### config.mk
export PLATFORM = sky130hd
export DESIGN_NAME = scalar_kalman_estimator_core
export DESIGN_NICKNAME = d
export VERILOG_FILES = /design/src/rtl/skec_pkg.sv /design/src/rtl/skec_ctrl.sv /design/src/rtl/skec_datapath.sv /design/src/rtl/scalar_kalman_estimator_core.sv
export VERILOG_INCLUDE_DIRS = /design/src /design/src/rtl
export SDC_FILE = /design/constraint.sdc
export NUM_CORES = 1
export LEC_CHECK = 0
export ABC_AREA = 1
export BUFFER_PORTS_ARGS = -buffer_cell sky130_fd_sc_hd__buf_2
export CAP_MARGIN = 5
export CORE_MARGIN = 8
export CORE_UTILIZATION = 45
export CTS_BUF_LIST = sky130_fd_sc_hd__clkbuf_8
export CTS_CLUSTER_SIZE = 20
export DETAILED_ROUTE_END_ITERATION = 16
export PLACE_DENSITY = 0.71
export RECOVER_POWER = 25
export SLEW_MARGIN = 20
export SYNTH_ARGS = -nofsm -noshare
export SYNTH_HDL_FRONTEND = slang
export SYNTH_SLANG_ARGS = --single-unit
### constraint.sdc
create_clock -name clock -period 16.96 [get_ports clock]
set_clock_uncertainty 0.05 [all_clocks]
set_input_delay 3.392 -clock clock [delete_from_list [all_inputs] [get_ports clock]]
set_output_delay 3.392 -clock clock [all_outputs]
set_load 0.02 [all_outputs]
### src/rtl/assert_macros.svh
// ----------------------------------------------------------------------------
// Assertion macros shared by the estimator RTL
// Same-cycle implication and next-cycle checks on the rising clock edge.
// ----------------------------------------------------------------------------
`ifndef ASSERT_MACROS_SVH
`define ASSERT_MACROS_SVH

// same-cycle implication, disabled while reset is high
`define SKEC_ASSERT_IMPLY(name, clk, rst, ante, cons) \
   name: assert property (@(posedge clk) disable iff (rst) (ante) |-> (cons)) \
      else $error("%m: check failed");

// next-cycle implication, disabled while reset is high
`define SKEC_ASSERT_NEXT(name, clk, rst, ante, cons) \
   name: assert property (@(posedge clk) disable iff (rst) (ante) |=> (cons)) \
      else $error("%m: check failed");

`endif

### src/rtl/skec_pkg.sv
// ----------------------------------------------------------------------------
// skec_pkg
// Types and constants for the scalar Kalman estimator.
// ----------------------------------------------------------------------------
`default_nettype none

package skec_pkg;

   localparam int DATA_WIDTH_DEFAULT     = 32;
   localparam int GAIN_FRAC_BITS_DEFAULT = 16;

   // converge threshold register is fixed Q0.16 plus the 1.0 bit
   localparam int THRESH_WIDTH = 17;
   localparam int CSR_INDEX_WIDTH = 2;

   // register reset values
   localparam int INIT_ESTIMATE_RESET = 0;
   localparam int INIT_ERROR_RESET    = 65536;
   localparam int THRESH_RESET        = 33;

   typedef enum logic [CSR_INDEX_WIDTH-1:0] {
      CSR_INITIAL_ESTIMATE   = 2'd0,
      CSR_INITIAL_ERROR      = 2'd1,
      CSR_CONVERGE_THRESHOLD = 2'd2
   } csr_index_type;

   typedef enum logic [1:0] {
      ST_IDLE   = 2'd0,
      ST_SETUP  = 2'd1,
      ST_DIVIDE = 2'd2,
      ST_UPDATE = 2'd3
   } state_type;

   typedef struct packed {
      logic capture;    // input transfer this cycle
      logic setup;      // form innovation, sum, division start
      logic div_step;   // one quotient bit
      logic div_first;  // first quotient bit, brings in error LSB
      logic commit;     // update state unless converged, and load the result register
   } cmd_type;

   typedef struct packed {
      logic converged;
      logic out_free;   // result register empty or draining this cycle
   } status_type;

endpackage

`default_nettype wire

### src/rtl/skec_ctrl.sv
// ----------------------------------------------------------------------------
// skec_ctrl
// Sequencer: capture, setup, bit-serial divide, update and result handoff.
// ----------------------------------------------------------------------------
`default_nettype none
`include "assert_macros.svh"

module skec_ctrl #(
   parameter int GAIN_FRAC_BITS = skec_pkg::GAIN_FRAC_BITS_DEFAULT
) (
   input  wire logic               clock,
   input  wire logic               reset,
   input  wire logic               req_valid,
   output logic                    req_ready,
   input  wire skec_pkg::status_type status,
   output skec_pkg::cmd_type       cmd
);

   localparam int CntW = $clog2(GAIN_FRAC_BITS + 1);
   localparam logic [CntW-1:0] LastStep = CntW'(GAIN_FRAC_BITS);

   skec_pkg::state_type state_ff, state_in;
   logic [CntW-1:0]     step_ff, step_in;

   always_ff @(posedge clock) begin
      if (reset) begin
         state_ff <= skec_pkg::ST_IDLE;
         step_ff  <= '0;
      end else begin
         state_ff <= state_in;
         step_ff  <= step_in;
      end
   end

   // next state
   always_comb begin
      state_in = state_ff;
      step_in  = step_ff;
      case (state_ff)
         skec_pkg::ST_IDLE: begin
            if (req_valid) begin
               state_in = skec_pkg::ST_SETUP;
            end
         end
         skec_pkg::ST_SETUP: begin
            step_in = '0;
            // frozen once converged: no division needed
            if (status.converged) begin
               state_in = skec_pkg::ST_UPDATE;
            end else begin
               state_in = skec_pkg::ST_DIVIDE;
            end
         end
         skec_pkg::ST_DIVIDE: begin
            step_in = step_ff + 1'b1;
            if (step_ff == LastStep) begin
               state_in = skec_pkg::ST_UPDATE;
            end
         end
         skec_pkg::ST_UPDATE: begin
            if (status.out_free) begin
               state_in = skec_pkg::ST_IDLE;
            end
         end
         default: begin
            state_in = skec_pkg::ST_IDLE;
         end
      endcase
   end

   // outputs
   always_comb begin
      req_ready     = 1'b0;
      cmd           = '0;
      case (state_ff)
         skec_pkg::ST_IDLE: begin
            req_ready   = 1'b1;
            cmd.capture = req_valid;
         end
         skec_pkg::ST_SETUP: begin
            cmd.setup = 1'b1;
         end
         skec_pkg::ST_DIVIDE: begin
            cmd.div_step  = 1'b1;
            cmd.div_first = (step_ff == '0);
         end
         skec_pkg::ST_UPDATE: begin
            cmd.commit = status.out_free;
         end
         default: begin
            req_ready = 1'b0;
         end
      endcase
   end

   `SKEC_ASSERT_IMPLY(a_step_range, clock, reset, state_ff == skec_pkg::ST_DIVIDE, step_ff <= LastStep)
   `SKEC_ASSERT_NEXT(a_capture_setup, clock, reset, cmd.capture, state_ff == skec_pkg::ST_SETUP)
   `SKEC_ASSERT_IMPLY(a_ready_quiet, clock, reset, req_ready, !(cmd.div_step || cmd.commit || cmd.setup))

endmodule

`default_nettype wire

### src/rtl/skec_datapath.sv
// ----------------------------------------------------------------------------
// skec_datapath
// Configuration registers, filter state, restoring divider with Horner
// accumulation of both gain products, saturation and the result register.
// ----------------------------------------------------------------------------
`default_nettype none
`include "assert_macros.svh"

module skec_datapath #(
   parameter int DATA_WIDTH     = skec_pkg::DATA_WIDTH_DEFAULT,
   parameter int GAIN_FRAC_BITS = skec_pkg::GAIN_FRAC_BITS_DEFAULT,
   parameter int CSR_DATA_WIDTH = skec_pkg::DATA_WIDTH_DEFAULT
) (
   input  wire logic                                 clock,
   input  wire logic                                 reset,
   input  wire skec_pkg::cmd_type                    cmd,
   output skec_pkg::status_type                      status,
   input  wire logic signed [DATA_WIDTH-1:0]         req_measurement,
   input  wire logic        [DATA_WIDTH-1:0]         req_measurement_variance,
   input  wire logic                                 csr_valid,
   input  wire logic [skec_pkg::CSR_INDEX_WIDTH-1:0] csr_index,
   input  wire logic [CSR_DATA_WIDTH-1:0]            csr_wdata,
   output logic                                      rsp_valid,
   input  wire logic                                 rsp_ready,
   output logic signed [DATA_WIDTH-1:0]              rsp_estimate_out,
   output logic        [GAIN_FRAC_BITS:0]            rsp_gain_out,
   output logic                                      rsp_converged_out
);

   localparam int DW   = DATA_WIDTH;
   localparam int GF   = GAIN_FRAC_BITS;
   localparam int TW   = skec_pkg::THRESH_WIDTH;
   localparam int MW   = DW + GF + 1;   // |innovation| * gain
   localparam int EW   = DW + GF;       // error * gain
   localparam int CmpW = (GF + 1 > TW) ? GF + 1 : TW;
   localparam logic [GF:0] GainOne = {1'b1, {GF{1'b0}}};

   // configuration
   logic [DW-1:0] cfg_est_ff, cfg_est_in;
   logic [DW-1:0] cfg_err_ff, cfg_err_in;
   logic [TW-1:0] cfg_thresh_ff, cfg_thresh_in;

   // filter state
   logic [DW-1:0] est_ff, est_in;
   logic [DW-1:0] err_ff, err_in;
   logic [GF:0]   gain_ff, gain_in;
   logic          conv_ff, conv_in;
   logic          primed_ff, primed_in;

   // per-item working registers
   logic [DW-1:0] meas_ff, meas_in;
   logic [DW-1:0] var_ff, var_in;
   logic          neg_ff, neg_in;
   logic [DW:0]   mag_ff, mag_in;
   logic [DW:0]   sum_ff, sum_in;
   logic          sum_nz_ff, sum_nz_in;
   logic [DW:0]   rem_ff, rem_in;
   logic [GF:0]   quot_ff, quot_in;
   logic [MW-1:0] acc_m_ff, acc_m_in;
   logic [EW-1:0] acc_e_ff, acc_e_in;

   // result register
   logic          rsp_valid_ff, rsp_valid_in;
   logic [DW-1:0] rsp_est_ff, rsp_est_in;
   logic [GF:0]   rsp_gain_ff, rsp_gain_in;
   logic          rsp_conv_ff, rsp_conv_in;

   // combinational helpers
   logic [DW:0]   innov;
   logic [DW+1:0] trial;
   logic [DW+1:0] diff;
   logic          qbit;
   logic [DW+1:0] est_ext;
   logic [DW+1:0] step_ext;
   logic [DW+1:0] est_sum;
   logic [DW-1:0] est_sat;
   logic [EW-1:0] err_full;
   logic          below;

   always_ff @(posedge clock) begin
      if (reset) begin
         cfg_est_ff    <= DW'(skec_pkg::INIT_ESTIMATE_RESET);
         cfg_err_ff    <= DW'(skec_pkg::INIT_ERROR_RESET);
         cfg_thresh_ff <= TW'(skec_pkg::THRESH_RESET);
         conv_ff       <= 1'b0;
         primed_ff     <= 1'b0;
         rsp_valid_ff  <= 1'b0;
      end else begin
         cfg_est_ff    <= cfg_est_in;
         cfg_err_ff    <= cfg_err_in;
         cfg_thresh_ff <= cfg_thresh_in;
         conv_ff       <= conv_in;
         primed_ff     <= primed_in;
         rsp_valid_ff  <= rsp_valid_in;
      end
   end

   always_ff @(posedge clock) begin
      est_ff      <= est_in;
      err_ff      <= err_in;
      gain_ff     <= gain_in;
      meas_ff     <= meas_in;
      var_ff      <= var_in;
      neg_ff      <= neg_in;
      mag_ff      <= mag_in;
      sum_ff      <= sum_in;
      sum_nz_ff   <= sum_nz_in;
      rem_ff      <= rem_in;
      quot_ff     <= quot_in;
      acc_m_ff    <= acc_m_in;
      acc_e_ff    <= acc_e_in;
      rsp_est_ff  <= rsp_est_in;
      rsp_gain_ff <= rsp_gain_in;
      rsp_conv_ff <= rsp_conv_in;
   end

   // configuration writes; unknown index is dropped
   always_comb begin
      cfg_est_in    = cfg_est_ff;
      cfg_err_in    = cfg_err_ff;
      cfg_thresh_in = cfg_thresh_ff;
      if (csr_valid) begin
         case (csr_index)
            skec_pkg::CSR_INITIAL_ESTIMATE:   cfg_est_in    = csr_wdata[DW-1:0];
            skec_pkg::CSR_INITIAL_ERROR:      cfg_err_in    = csr_wdata[DW-1:0];
            skec_pkg::CSR_CONVERGE_THRESHOLD: cfg_thresh_in = csr_wdata[TW-1:0];
            default: begin
               cfg_est_in = cfg_est_ff;
            end
         endcase
      end
   end

   // arithmetic
   always_comb begin
      innov = {meas_ff[DW-1], meas_ff} - {est_ff[DW-1], est_ff};

      // one restoring step; the error LSB is the only nonzero dividend bit left
      trial = {rem_ff, (cmd.div_first ? err_ff[0] : 1'b0)};
      diff  = trial - {1'b0, sum_ff};
      qbit  = sum_nz_ff && (trial >= {1'b0, sum_ff});

      est_ext  = {{2{est_ff[DW-1]}}, est_ff};
      step_ext = {1'b0, acc_m_ff[MW-1:GF]};
      est_sum  = neg_ff ? (est_ext - step_ext) : (est_ext + step_ext);
      if (est_sum[DW+1:DW-1] == 3'b000 || est_sum[DW+1:DW-1] == 3'b111) begin
         est_sat = est_sum[DW-1:0];
      end else if (est_sum[DW+1]) begin
         est_sat = {1'b1, {(DW-1){1'b0}}};
      end else begin
         est_sat = {1'b0, {(DW-1){1'b1}}};
      end

      // E*(1-g) = E*2^GF - E*g, then drop the fraction
      err_full = {err_ff, {GF{1'b0}}} - acc_e_ff;
      below    = CmpW'(quot_ff) < CmpW'(cfg_thresh_ff);
   end

   // state and working register updates
   always_comb begin
      est_in    = est_ff;
      err_in    = err_ff;
      gain_in   = gain_ff;
      conv_in   = conv_ff;
      primed_in = primed_ff;
      meas_in   = meas_ff;
      var_in    = var_ff;
      neg_in    = neg_ff;
      mag_in    = mag_ff;
      sum_in    = sum_ff;
      sum_nz_in = sum_nz_ff;
      rem_in    = rem_ff;
      quot_in   = quot_ff;
      acc_m_in  = acc_m_ff;
      acc_e_in  = acc_e_ff;

      if (cmd.capture) begin
         meas_in = req_measurement;
         var_in  = req_measurement_variance;
         if (!primed_ff) begin
            est_in    = cfg_est_ff;
            err_in    = cfg_err_ff;
            primed_in = 1'b1;
         end
      end

      if (cmd.setup) begin
         neg_in    = innov[DW];
         mag_in    = innov[DW] ? ((~innov) + {{DW{1'b0}}, 1'b1}) : innov;
         sum_in    = {1'b0, err_ff} + {1'b0, var_ff};
         sum_nz_in = (err_ff != '0) || (var_ff != '0);
         // quotient fits GF+1 bits, so the top of the dividend starts as E/2
         rem_in    = {2'b00, err_ff[DW-1:1]};
         quot_in   = '0;
         acc_m_in  = '0;
         acc_e_in  = '0;
      end

      if (cmd.div_step) begin
         rem_in   = qbit ? diff[DW:0] : trial[DW:0];
         quot_in  = {quot_ff[GF-1:0], qbit};
         // MSB-first products with the gain as it is produced
         acc_m_in = {acc_m_ff[MW-2:0], 1'b0} + (qbit ? {{GF{1'b0}}, mag_ff} : '0);
         acc_e_in = {acc_e_ff[EW-2:0], 1'b0} + (qbit ? {{GF{1'b0}}, err_ff} : '0);
      end

      if (cmd.commit && !conv_ff) begin
         est_in  = est_sat;
         err_in  = err_full[EW-1:GF];
         gain_in = quot_ff;
         conv_in = below;
      end
   end

   // result register
   always_comb begin
      rsp_valid_in = rsp_valid_ff && !rsp_ready;
      rsp_est_in   = rsp_est_ff;
      rsp_gain_in  = rsp_gain_ff;
      rsp_conv_in  = rsp_conv_ff;
      if (cmd.commit) begin
         rsp_valid_in = 1'b1;
         if (conv_ff) begin
            rsp_est_in  = est_ff;
            rsp_gain_in = gain_ff;
            rsp_conv_in = 1'b1;
         end else begin
            rsp_est_in  = est_sat;
            rsp_gain_in = quot_ff;
            rsp_conv_in = below;
         end
      end
   end

   assign status.converged  = conv_ff;
   assign status.out_free   = !rsp_valid_ff || rsp_ready;

   assign rsp_valid         = rsp_valid_ff;
   assign rsp_estimate_out  = rsp_est_ff;
   assign rsp_gain_out      = rsp_gain_ff;
   assign rsp_converged_out = rsp_conv_ff;

   `SKEC_ASSERT_IMPLY(a_gain_bound, clock, reset, rsp_valid_ff, rsp_gain_ff <= GainOne)
   `SKEC_ASSERT_NEXT(a_err_shrinks, clock, reset, cmd.commit, err_ff <= $past(err_ff))
   `SKEC_ASSERT_IMPLY(a_no_overwrite, clock, reset, cmd.commit, !rsp_valid_ff || rsp_ready)

endmodule

`default_nettype wire

### src/rtl/scalar_kalman_estimator_core.sv
// ----------------------------------------------------------------------------
// scalar_kalman_estimator_core
// One-dimensional Kalman estimator for a constant quantity, Q16.16 data.
// ----------------------------------------------------------------------------
// Usage:
//   req_*  : one measurement and its variance per transfer.
//   rsp_*  : one result per item: estimate, gain (Q1.GAIN_FRAC_BITS), converged.
//   csr_*  : register writes, always ready; write only while the block is idle.
//            Index 0 initial estimate, 1 initial error, 2 converge threshold.
// Sequence:
//   An item is taken in the idle state, then passes a setup state, the divide
//   state (one quotient bit per cycle from the restoring divider, with both
//   gain products accumulated alongside), and an update state that loads the
//   result register. A new item is taken only after the block has returned to
//   idle from the update state. Once converged the divide state is skipped.
// Reset:
//   Registers return to 0 / 1.0 / 33, the filter is unprimed and unconverged;
//   the first item after reset loads the initial estimate and error.
// Stall:
//   The result register holds while rsp_ready is low; the next item is taken
//   and processed, and waits in the update cycle until the register frees.
// ----------------------------------------------------------------------------
`default_nettype none

module scalar_kalman_estimator_core #(
   parameter int DATA_WIDTH     = skec_pkg::DATA_WIDTH_DEFAULT,
   parameter int GAIN_FRAC_BITS = skec_pkg::GAIN_FRAC_BITS_DEFAULT
) (
   input  wire logic                                 clock,
   input  wire logic                                 reset,

   input  wire logic                                 req_valid,
   output logic                                      req_ready,
   input  wire logic signed [DATA_WIDTH-1:0]         req_measurement,
   input  wire logic        [DATA_WIDTH-1:0]         req_measurement_variance,

   output logic                                      rsp_valid,
   input  wire logic                                 rsp_ready,
   output logic signed [DATA_WIDTH-1:0]              rsp_estimate_out,
   output logic        [GAIN_FRAC_BITS:0]            rsp_gain_out,
   output logic                                      rsp_converged_out,

   input  wire logic                                 csr_valid,
   output logic                                      csr_ready,
   input  wire logic [skec_pkg::CSR_INDEX_WIDTH-1:0] csr_index,
   input  wire logic [((DATA_WIDTH > skec_pkg::THRESH_WIDTH) ?
                       DATA_WIDTH : skec_pkg::THRESH_WIDTH)-1:0] csr_wdata
);

   localparam int CsrW = (DATA_WIDTH > skec_pkg::THRESH_WIDTH) ?
                         DATA_WIDTH : skec_pkg::THRESH_WIDTH;

   skec_pkg::cmd_type    cmd;
   skec_pkg::status_type status;

   assign csr_ready = 1'b1;

   skec_ctrl #(
      .GAIN_FRAC_BITS (GAIN_FRAC_BITS)
   ) u_ctrl (
      .clock     (clock),
      .reset     (reset),
      .req_valid (req_valid),
      .req_ready (req_ready),
      .status    (status),
      .cmd       (cmd)
   );

   skec_datapath #(
      .DATA_WIDTH     (DATA_WIDTH),
      .GAIN_FRAC_BITS (GAIN_FRAC_BITS),
      .CSR_DATA_WIDTH (CsrW)
   ) u_datapath (
      .clock                    (clock),
      .reset                    (reset),
      .cmd                      (cmd),
      .status                   (status),
      .req_measurement          (req_measurement),
      .req_measurement_variance (req_measurement_variance),
      .csr_valid                (csr_valid),
      .csr_index                (csr_index),
      .csr_wdata                (csr_wdata),
      .rsp_valid                (rsp_valid),
      .rsp_ready                (rsp_ready),
      .rsp_estimate_out         (rsp_estimate_out),
      .rsp_gain_out             (rsp_gain_out),
      .rsp_converged_out        (rsp_converged_out)
   );

endmodule

`default_nettype wire
After elaboration in Yosys (flattened, before gate mapping)
Index checks and enable logic that the tools add are counted.
{ "op_classes": {"addsub": 10, "n_lt_le_gt_ge": 2, "eq_ne": 11, "mux": 36, "bitwise": 1, "reduce_logical": 23} }
{ "op_table": {"columns": ["cell", "n"], "rows": [
  ["32-bit 2-to-1 mux", 11],
  ["33-bit 2-to-1 mux", 4],
  ["49-bit 2-to-1 mux", 2],
  ["48-bit 2-to-1 mux", 2],
  ["32-bit nonzero test", 2],
  ["17-bit 2-to-1 mux", 3],
  ["49-bit adder", 1],
  ["48-bit adder", 1],
  ["48-bit subtractor", 1],
  ["34-bit by 33-bit adder with 34-bit output", 1],
  ["34-bit by 33-bit greater-or-equal comparator with 1-bit output", 1],
  ["34-bit 2-to-1 mux", 1],
  ["34-bit by 33-bit subtractor with 34-bit output", 1],
  ["32-bit by 32-bit adder with 33-bit output", 1],
  ["33-bit by 1-bit adder with 33-bit output (second input constant)", 1],
  ["33-bit NOT", 1],
  ["32-bit by 32-bit subtractor with 33-bit output", 1],
  ["33-bit subtractor", 1],
  ["17-bit less-than comparator", 1],
  ["5-bit one-hot mux with 2 select lines", 1],
  ["2-bit 2-to-1 mux", 4],
  ["2-bit one-hot mux with 4 select lines", 1],
  ["2-bit AND reduction", 4],
  ["1-bit 2-to-1 mux", 7],
  ["15 further kinds", 29]
]} }
{ "word_totals": {"ff_bits": 501, "inputBits": 103, "out_inout_bits": 53, "word_cells": 108} }

Depth between registers and ports, before layout
{ "depth": {"depth_word": 8, "ltp_mapped": 32, "mapped_depth_nobuf": 32} }

By module
A second synthesis with hierarchy kept.
{ "hier_totals": {"hier_cells": 5095, "area_unflattened_um2": 36937.9} }
{ "by_module_without_submodules": {"columns": ["mod", "instances", "cells_per_inst", "area_each_um2", "seq_area_each_um2"], "rows": [
  ["skec_datapath", 1, 5025, 36461.2, 13993.4],
  ["skec_ctrl", 1, 68, 465.4, 140.1],
  ["scalar_kalman_estimator_core", 1, 2, 11.3, 0.0]
]} }

Least setup slack after synthesis
Ideal clock, no wire load.
{ "synth_path": {"kind": "input to register", "start": "in req_valid", "end": "reg u_datapath.err_ff[0], enable pin", "arrival_ns": 7.970, "required_ns": 16.336, "slack_ns": 8.366, "stages": 2, "cell_sequence": "nand2_1 o21ai_0"} }
{ "synth_via": {"elab_chain_cells": 3} }
{ "synth_lines": {"columns": ["item", "line", "rtl"], "rows": [
  ["start: declaration", "scalar_kalman_estimator_core.sv:32", "input wire logic req_valid,"],
  ["1-bit 2-to-1 mux", "skec_ctrl.sv:75", "case (state_ff)"],
  ["2-bit nonzero test (no source line)", null, null],
  ["2-bit AND reduction (no source line)", null, null],
  ["end signal: assignment", "skec_datapath.sv:100", "err_ff <= err_in;"],
  ["end: declaration", "skec_datapath.sv:45", "logic [DW-1:0] err_ff, err_in;"]
]} }
Every way passes these cells.
A chain may end at the register's enable or synchronous reset.

Final worst setup path
{ "layout_path": {"start": "reg u_ctrl.state_ff[0]", "end": "reg u_datapath.acc_e_ff[41] (data pin)"} }
{ "layout_via": {"elab_chain_cells": 8} }
{ "layout_lines": {"columns": ["item", "line", "rtl"], "rows": [
  ["start: declaration", "skec_ctrl.sv:22", "skec_pkg::state_type state_ff, state_in;"],
  ["start signal: assignment", "skec_ctrl.sv:27", "state_ff <= skec_pkg::ST_IDLE;"],
  ["start signal: assignment", "skec_ctrl.sv:30", "state_ff <= state_in;"],
  ["2-bit == test (*)", "skec_ctrl.sv:75", null],
  ["2-bit 2-to-1 mux (*)", "skec_ctrl.sv:75", null],
  ["1-bit 2-to-1 mux", "skec_datapath.sv:139", "trial = {rem_ff, (cmd.div_first ? err_ff[0] : 1'b0)};"],
  ["34-bit by 33-bit greater-or-equal comparator with 1-bit output", "skec_datapath.sv:141", "qbit = sum_nz_ff && (trial >= {1'b0, sum_ff});"],
  ["1-bit logical AND", "skec_datapath.sv:141", null],
  ["32-bit 2-to-1 mux", "skec_datapath.sv:204", "acc_e_in = {acc_e_ff[EW-2:0], 1'b0} + (qbit ? {{GF{1'b0}}, err_ff} : '0);"],
  ["48-bit adder", "skec_datapath.sv:204", null],
  ["48-bit 2-to-1 mux (*)", "skec_datapath.sv:199", "if (cmd.div_step) begin"],
  ["end signal: assignment", "skec_datapath.sv:111", "acc_e_ff <= acc_e_in;"],
  ["end: declaration", "skec_datapath.sv:60", "logic [EW-1:0] acc_e_ff, acc_e_in;"]
]} }
Every way passes the cells marked *; elsewhere a longest branch is shown, timed or not.

==> metrics <==
most common cell after layout, fill and taps aside nand2_1; Distinct cells, synth a little under 70; routability congestion estimate 0.9564; Compound-Gate Fraction of Synth Area approximately an eighth; post-synthesis xor/xnor area fraction 3.586%; total grt overflow 0; Post-CTS Hold Buffers 0; number of synthesized flops with an enable pin between 400 and 500; DRC 0; WP data required between 15000 and 20000 ps; # setup viols final 0; I/O Pins 156; minimum clock period just under 8000 ps; ys async rst share 0%; critical path launch point type flop; Yosys top cell area share approximately a third; Syn Std Cell Area approximately 37000 µm²; root buf cell clkbuf_8; ys flop type edfxtp_1; Slowest-stage cell, CP ha_1; measured slew at the worst slew-check pin between 4000 and 5000 ps; # resized after CTS 0; Mapped Nets about 5500; CTS sink count between 500 and 600; post-synthesis sequential area ratio between 30 and 40%; worst skew pair latency roughly 760 ps; share of cells above drive strength 1 approximately 8.4%; Initial DRC Count about 3400; vias in the first global route approximately 33000; Fmax achieved ~130 MHz; postcts setup bufs 0; TNS Setup 0 ps; CP endpoint kind flop; die height 304.2 µm; grt met2 use between 30% and 40%; Worst path top cell family by delay adder cells; violated checks max-capacitance violations, max-slew violations; drt first pass iters 6; Total Routing Usage GR 25.41%; final wirelength 122600 µm; unrepaired setup endpoints after global routing false; Synth Area per Inst between 7 and 8 µm²; CTS tree done; Gate Count Post-Synth around 5100; Hold Crit Class flop to flop; die span in x about 300 µm; CTS max path bufs 3; Starting Density a little under half; pin count of the biggest net entering global routing roughly 90; first-pass GRT wire length about 190000 µm; Area growth syn-to-layout 9.348%; leading cell types in the layout, fill and taps excluded nand2_1 (1333), inv_1 (712), nor2_1 (632), edfxtp_1 (410), a21oi_1 (385); PortBufs about 150; routing usage on met3 between 4 and 5%; Yosys reg bits 501; Wirelength per Cell between 15 and 20 µm; H-tree depth 3; post-route clock period utilization between 40% and 50%; CP dominant cell by count nand2_1; clk slew on worst S/H paths 70 ps; GRT busiest layer met2; Num CTS Buffers 88; vias 34910; number of max-cap violations 6; met1 GRT Util 35.53%; number of core rows roughly 110; Synth area leader edfxtp_1; arrival time at the worst endpoint 8260 ps; Final #Nets 5609; Hold Violations, Final 0; max-slew violation count 285; Max stage delay on crit path between 1000 and 1500 ps; antenna viol nets, final 0; Die ar. between 90000 and 100000 µm²; mux share of post-synthesis cell area 0%; Synth Area in Adders approximately 8.6%; critical path type flop to flop; Warnings, synthesis 0; Buf+Inv Stages, Crit Path 3; core area ~80000 µm²; hpwl dp around 95000 µm; main combinational cell family by area after synthesis simple AND/OR/NAND/NOR gates; Post-Synth Simple-Gate Area between 20% and 30%; Vias/cell 5.457; status finished with violations; synth top area cells edfxtp_1 (33%), nand2_1 (13%), ha_1 (8.3%); crit path max fanout 49; Rel. slew slack -187.6%; initial antenna violation count 5
[Yosys cell counts (36+ instances only)]
master and number:
nand3_1 232, clkbuf_1 59, inv_1 691, nor3_1 66
xor2_1 103, a21oi_1 385, nand2_1 1333, o21ai_0 305
edfxtp_1 410, nand4_1 53, dfxtp_1 91, nand2_2 56
ha_1 248, nor4_1 39, nor2_1 633, o21a_1 36
xnor2_1 50
[stage by stage]
step | setup slack, ps | cells | utilization (%) | area, µm² | hold WS (ps)
global placement | 10300 | 6232 | 47.60 | 39080 | 393.0
detailed placement | 10150 | 6232 | 47.60 | 39080 | 394.3
floorplan | 8366 | 5095 | - | 37370 | 379.2
global route | 8532 | 6397 | 49.77 | 40860 | 433.1
finish | 9123 | 6397 | 49.77 | 40860 | 409.5
CTS | 10120 | 6396 | 49.83 | 40920 | 410.8
[layout make-up]
type	count	area, µm²
antenna	1	2.502
clock buffer	97	1335
clock inverter	67	503.0
fill	8080	41250
inverter	707	2658
multi-input combinational	3783	20010
sequential	501	14130
tap	1070	1339
timing repair buffer	171	878.3
[worst min-delay path: cells and delay by family (launching register included)]
kind | cells | cell delay [ps]
buffers and inverters | 1 | 60
flip-flops | 1 | 300
AO/OA/AOI/OAI | 1 | 60
[cell families (layout without fill, tap and decap cells)]
logic type / count (synthesis) / after routing
AO/OA/AOI/OAI: 858 / 858
AND/OR/NAND/NOR: 2517 / 2517
adder cells (fa/ha/maj): 254 / 254
XOR/XNOR: 153 / 153
flip-flops: 501 / 501
other: 1 / 2
buffers and inverters: 811 / 1042
[final timing paths]
kind                                             start  slack, ps  cells after the start                                         to
max                    u_ctrl.state_ff[0]$_SDFFE_PP0P_       9120                     26      u_datapath.acc_e_ff[41]$_SDFFCE_PP0P_
min          u_datapath.cfg_thresh_ff[15]$_SDFFE_PP0P_        410                      2  u_datapath.cfg_thresh_ff[15]$_SDFFE_PP0P_
max reg2reg            u_ctrl.state_ff[0]$_SDFFE_PP0P_       9120                     26      u_datapath.acc_e_ff[41]$_SDFFCE_PP0P_
min reg2reg  u_datapath.cfg_thresh_ff[15]$_SDFFE_PP0P_        410                      2  u_datapath.cfg_thresh_ff[15]$_SDFFE_PP0P_
[registers in the layout (all words and copies together) (netlist names), 33 cells and up]
register	cells
u_datapath.acc_m_ff	49
u_datapath.rem_ff	33
u_datapath.mag_ff	33
u_datapath.sum_ff	33
u_datapath.acc_e_ff	48
[metal layers]
metal | part of all wire (%) | vias up
li1 | - | 17110
met1 | 44 | 16090
met2 | 43 | 1447
met3 | 9.0 | 254
met4 | 3.6 | 0
met5 | 0 | -
Power is not shown: default switching activity piles up to over one toggle a cycle in this logic, so the estimate is an artifact.
